`src/rtl/core/onb_pkg.sv`:
```
// Shared constants and helpers for the Oren-Nayar reflectance evaluator.
`default_nettype none
package onb_pkg;

    localparam int NUM_CHANNELS_DEF = 4;
    localparam int FIELD_W          = 16;
    localparam int CFG_IDX_W        = 4;
    localparam int CFG_DATA_W       = 16;
    localparam int IN_W             = 6 * FIELD_W;

    // register indexes
    localparam logic [CFG_IDX_W-1:0] REG_COEFF_A  = 4'd0;
    localparam logic [CFG_IDX_W-1:0] REG_COEFF_B  = 4'd1;
    localparam int                   REG_ALBEDO_0 = 2;

    localparam logic [15:0] COEFF_A_RST = 16'd32768;
    localparam logic [15:0] COEFF_B_RST = 16'd0;
    localparam logic [15:0] ALBEDO_RST  = 16'hFFFF;

    // quotient bits kept by the divider; larger quotients saturate the result
    localparam int DIV_STEPS = 35;
    localparam int NUMER_W   = 48;
    localparam int W_W       = DIV_STEPS + 1;
    localparam int WM_W      = W_W + 15;

    localparam logic [14:0] INV_PI_Q16    = 15'd20861;
    localparam logic [31:0] INV_PI_Q32_X2 = 32'd2734261102;

    // |z| / pi in Q0.16, rounded
    function automatic logic [15:0] pdf_of(input logic [15:0] az);
        logic [47:0] p;
        p = {32'd0, az} * {16'd0, INV_PI_Q32_X2} + 48'h0000_8000_0000;
        return p[47:32];
    endfunction

endpackage
`default_nettype wire

```
`src/rtl/core/onb_div.sv`:
```
// Pipelined restoring divider, one quotient bit per stage, with overflow flag.
`default_nettype none
module onb_div (
    input  wire logic                         aclk,
    input  wire logic                         en,
    input  wire logic [onb_pkg::NUMER_W-1:0]  numer,
    input  wire logic [15:0]                  divisor,
    output logic [onb_pkg::DIV_STEPS-1:0]     quot,
    output logic                              ovf
);
    import onb_pkg::*;

    localparam int HI_W = NUMER_W - DIV_STEPS;

    logic [15:0]          rem_reg [0:DIV_STEPS];
    logic [DIV_STEPS-1:0] low_reg [0:DIV_STEPS];
    logic [DIV_STEPS-1:0] q_reg   [0:DIV_STEPS];
    logic [15:0]          d_reg   [0:DIV_STEPS];
    logic [DIV_STEPS:0]   ovf_reg;

    // quotient does not fit when the top bits already reach the divisor
    always_ff @(posedge aclk) begin
        if (en) begin
            rem_reg[0] <= 16'(numer[NUMER_W-1:DIV_STEPS]);
            low_reg[0] <= numer[DIV_STEPS-1:0];
            q_reg[0]   <= '0;
            d_reg[0]   <= divisor;
            ovf_reg[0] <= (16'(numer[NUMER_W-1:DIV_STEPS]) >= divisor);
        end
    end

    for (genvar k = 0; k < DIV_STEPS; k++) begin : g_step
        logic [16:0] trial;
        logic        fits;
        assign trial = {rem_reg[k], low_reg[k][DIV_STEPS-1]};
        assign fits  = (trial >= {1'b0, d_reg[k]});
        always_ff @(posedge aclk) begin
            if (en) begin
                rem_reg[k+1] <= fits ? 16'(trial - {1'b0, d_reg[k]}) : trial[15:0];
                low_reg[k+1] <= {low_reg[k][DIV_STEPS-2:0], 1'b0};
                q_reg[k+1]   <= {q_reg[k][DIV_STEPS-2:0], fits};
                d_reg[k+1]   <= d_reg[k];
                ovf_reg[k+1] <= ovf_reg[k];
            end
        end
    end

    assign quot = q_reg[DIV_STEPS];
    assign ovf  = ovf_reg[DIV_STEPS];

endmodule
`default_nettype wire

```
`config.mk`:
```
export PLATFORM = sky130hd
export DESIGN_NAME = onb_div
export DESIGN_NICKNAME = d
export VERILOG_FILES = /design/src/rtl/core/onb_pkg.sv /design/src/rtl/core/onb_div.sv
export SDC_FILE = /design/constraint.sdc
export NUM_CORES = 2
export LEC_CHECK = 0
export BUFFER_PORTS_ARGS = -buffer_cell sky130_fd_sc_hd__buf_2
export CORE_ASPECT_RATIO = 0.7
export CORE_MARGIN = 2
export CORE_UTILIZATION = 40
export CTS_BUF_LIST = sky130_fd_sc_hd__clkbuf_4
export CTS_CLUSTER_DIAMETER = 60
export DETAILED_ROUTE_END_ITERATION = 10
export GPL_TIMING_DRIVEN = 0
export HOLD_SLACK_MARGIN = 0.03
export RECOVER_POWER = 50
export SKIP_LAST_GASP = 1
export SYNTH_ARGS = -nofsm -noshare
export SYNTH_HDL_FRONTEND = slang
export SYNTH_SLANG_ARGS = --single-unit
```
`constraint.sdc`:
```
create_clock -name aclk -period 3.3 [get_ports aclk]
set_input_delay 0.495 -clock aclk [delete_from_list [all_inputs] [get_ports aclk]]
set_output_delay 0.495 -clock aclk [all_outputs]
set_load 0.005 [all_outputs]
```
==> out/qor.csv <==
stage,metric,value,unit
critical_path,crit-path max FO,10,
clock_tree,number of H-tree levels,6,
finish,post-route design area,121000,µm²
finish,share of cells above drive strength 1,17.7,%
finish,Syn-to-layout area delta,14.7,%
grt,global route hottest layer,met1,
finish,Fillers,23055,
status,status,completed,
power_and_ir_drop,worst vdd ir,0.301,mV
place,Post-DP Area,111000,µm²
power_and_ir_drop,Clk pwr share,23.5,%
timing,worst setup margin,0.0205,ns
die,Die W,618,µm
critical_path,worst path required time,4.31,ns
detailed_routing,Via-to-Cell Ratio,5.06,
hold_path,hold path cells,4,
power_and_ir_drop,sequential power share,41.6,%
clock_tree,CTS sink cnt,2413,
yosys,Syn Std Cell Area,105000,µm²
critical_path,Worst Reg2Reg Path Length in Cells,12,
yosys,top post-synthesis cells by area,"edfxtp_1 (69%), ha_1 (6.8%), inv_1 (2.6%)",
finish,area taken by multi-input logic gates,30300,µm²
critical_path,R2R Path End,rem_reg[0][27]$_DFFE_PP_,
critical_path,WS Path Type,register to register,
yosys,Synth area leader,edfxtp_1,
place,PortBufs,101,
yosys,ys flop type,edfxtp_1,
clock_tree,clk_lat worst skew,1.29,ns
place,HPWL Detailed,133000,µm
die,FP Rows,157,
detailed_routing,Initial DRT Pass Iterations,6,
place,post-place setup slack,-1.86,ns
timing,Slew Limit Fails,0,
timing,RSZ-0062 raised after global routing,yes,
clock_tree,CTS tree,done,
detailed_routing,drt wl/cell,16.8,µm
power_and_ir_drop,switch share,33.6,%
yosys,Synth Instances,7309,
power_and_ir_drop,Comb pwr share,35.0,%
clock_tree,clock buffer count from CTS,610,
die,DIE HEIGHT,434,µm
grt,vias in the first global route,60310,
hold_path,worst hold start,en,
timing,Final period util,99.4,%
clock_tree,clk root buf,clkbuf_4,
die,core box area,262000,µm²
grt,largest net degree at the start of global routing,179,
detailed_routing,DRT iter0 DRCs,5288,
yosys,share of synthesized flip-flops with an asynchronous set or reset,0,%
finish,Final nets,8894,
detailed_routing,DRC,0,
hold_path,Hold Path Class,primary input to register,
finish,Final Util,46.2,%
power_and_ir_drop,Power Internal,70400,µW
critical_path,"reg-to-reg slack, setup",0.02,ns
timing,Worst Skew,0.112,ns
grt,initial antenna violation count,12,
grt,M2 GR Usage,20.5,%
yosys,area share of the largest cell type after synthesis,68.7,%
power_and_ir_drop,Sw Pwr,35500,µW
hold_path,Min-Delay Endpoint,low_reg[1][19]$_DFFE_PP_,
run,Max Cap Viol,0,
finish,"commonest non-fill, non-tap cell in the layout",edfxtp_1,
clock_tree,Longest Clk Path Bufs,4,
power_and_ir_drop,leakage,0.0466,µW
detailed_routing,via count,61324,
yosys,synthesized flop and latch total,2413,
timing,# setup viols final,0,
yosys,post-synth cell types,84,
timing,minimum clock period,3.28,ns
yosys,sequential-to-total area share from yosys stat,68.7,%
die,Initial Utilization,40.3,%
timing,Max Freq,305,MHz
yosys,Mapped Nets,7980,
timing,worst slew pin tran,1.06,ns
detailed_routing,DRT Wirelength,204000,µm
place,routability cong.,0.903,
die,die area,268000,µm²
yosys,syn avg cell area,14.4,µm²
yosys,yosys warns,0,
timing,Max-slew headroom,29.3,%
critical_path,Crit. End Element,register,
grt,first-pass GRT wire length,322000,µm
finish,most frequent cells in the layout,"edfxtp_1 (2413), clkbuf_4 (861), inv_1 (720)",
grt,Total GRT Usage,14.9,%
timing,final hold vios,0,
die,I/O Pins,102,
power_and_ir_drop,PwrDens,876,nW/µm²
finish,Reg area,72500,µm²
grt,GR Util met1,22.9,%
yosys,count of flip-flops with a built-in enable after synthesis,2413,
clock_tree,Worst-path clk slew,0.07,ns
grt,GR Layer Usage met3,3.47,%
critical_path,RR Startpoint,d_reg[0][1]$_DFFE_PP_,
critical_path,CP arrival,4.29,ns
critical_path,kind of start point of the critical path,register,
detailed_routing,remaining antenna violation count,0,
grt,Congestion Overflow GR,0,
-- power groups by stage --
stage | clock network (µW) | registers (µW) | logic [µW]
6_report | 24800 | 44000 | 37000
5_1_grt | 27700 | 44600 | 41000
4_1_cts | 26200 | 44100 | 35800
3_5_place_dp | 0 | 44700 | 34600
3_3_place_gp | 0 | 46100 | 32600
2_1_floorplan | 0 | 43400 | 26200
-- cell families after synthesis --
kind of cell             count (synthesis)  share of synthesized area, %
flip-flops                            2413                          68.7
AO/OA/AOI/OAI                         1554                          9.24
AND/OR/NAND/NOR                       1272                          5.72
buffers and inverters                  854                          3.21
adder cells (fa/ha/maj)                605                          7.42
XOR/XNOR                               350                          2.91
multiplexers                           261                          2.76
-- how the worst max path moves through the flow --
stage,from,to,slack [ns],depth (start not counted)
2_1_floorplan,d_reg[0][1]$_DFFE_PP_,rem_reg[0][27]$_DFFE_PP_,0.19,12
3_3_place_gp,en,q_reg[8][101]$_DFFE_PP_,-36.75,1
3_5_place_dp,en,q_reg[8][137]$_DFFE_PP_,-1.86,7
4_1_cts,low_reg[7][34]$_DFFE_PP_,rem_reg[4][14]$_DFFE_PP_,-0.20,12
5_1_grt,low_reg[7][34]$_DFFE_PP_,rem_reg[4][14]$_DFFE_PP_,-0.13,12
6_report,d_reg[0][1]$_DFFE_PP_,rem_reg[0][27]$_DFFE_PP_,0.02,12
-- synth_stat cells, drive strengths merged, types with 9 or more instances --
library cell	instances
xnor2	218
nand3	67
nand2	397
o31a	32
or4	9
nand2b	87
xor2	132
o211ai	37
nor2	341
mux2i	32
a221o	12
nand4	61
and4	9
or3	24
nor2b	96
o21a	120
o21ai	449
mux2	229
nor4	27
a31oi	52
a211oi	62
o22ai	9
ha	571
a21boi	29
fa	34
nand4b	11
o21bai	29
or2	17
a21o	147
inv	723
a21oi	409
a211o	20
buf	60
nor3	81
a41oi	17
edfxtp	2413
clkbuf	71
a2111oi	17
o31ai	47
and3	21
o2111ai	10
-- per-stage QoR --
step	total power, µW	setup TNS, ns	cells	hold WS, ns
detailed placement	79300	-713.78	10924	0.405
finish	106000	0	12125	0.214
global route	113000	-5.09	12124	0.194
floorplan	69600	0	7309	0.400
global placement	78700	-	10908	0.400
CTS	106000	-0.201	12083	0.0375
-- metal layers --
layer / wire, µm / vias to the layer above
met5: 93 / -
met4: 4530 / 14
met3: 13700 / 395
met2: 82300 / 1904
met1: 103000 / 29480
li1: - / 29531
-- layout make-up --
cell class | instances | area share, %
Multi-Input combinational cell | 4042 | 25.1
Inverter | 723 | 2.25
Antenna cell | 5 | 0.0104
Sequential cell | 2413 | 59.9
Buffer | 126 | 0.658
Tap cell | 3498 | 3.62
Clock buffer | 848 | 5.27
Clock inverter | 163 | 0.910
Timing Repair Buffer | 307 | 2.29
-- what timing repair did --
action,CTS,global route
hold buffers,133,0
gates resized for setup,121,146
gates cloned,2,1
pin swaps,13,27
hold endpoints to repair,570,0
setup endpoints to repair,555,520
setup buffers,17,37
-- critical path, stage by stage (launching register included) --
cell	delay (ns)
edfxtp_1	0.42
inv_2	0.09
ha_4	0.19
nor2b_4	0.12
o21ai_2	0.17
a21boi_2	0.09
o311a_1	0.35
o2111a_1	0.30
a311o_2	0.42
o31a_1	0.30
buf_6	0.14
buf_12	0.14
mux2_4	0.30
Note: power is estimated with default switching activity, not from simulation.
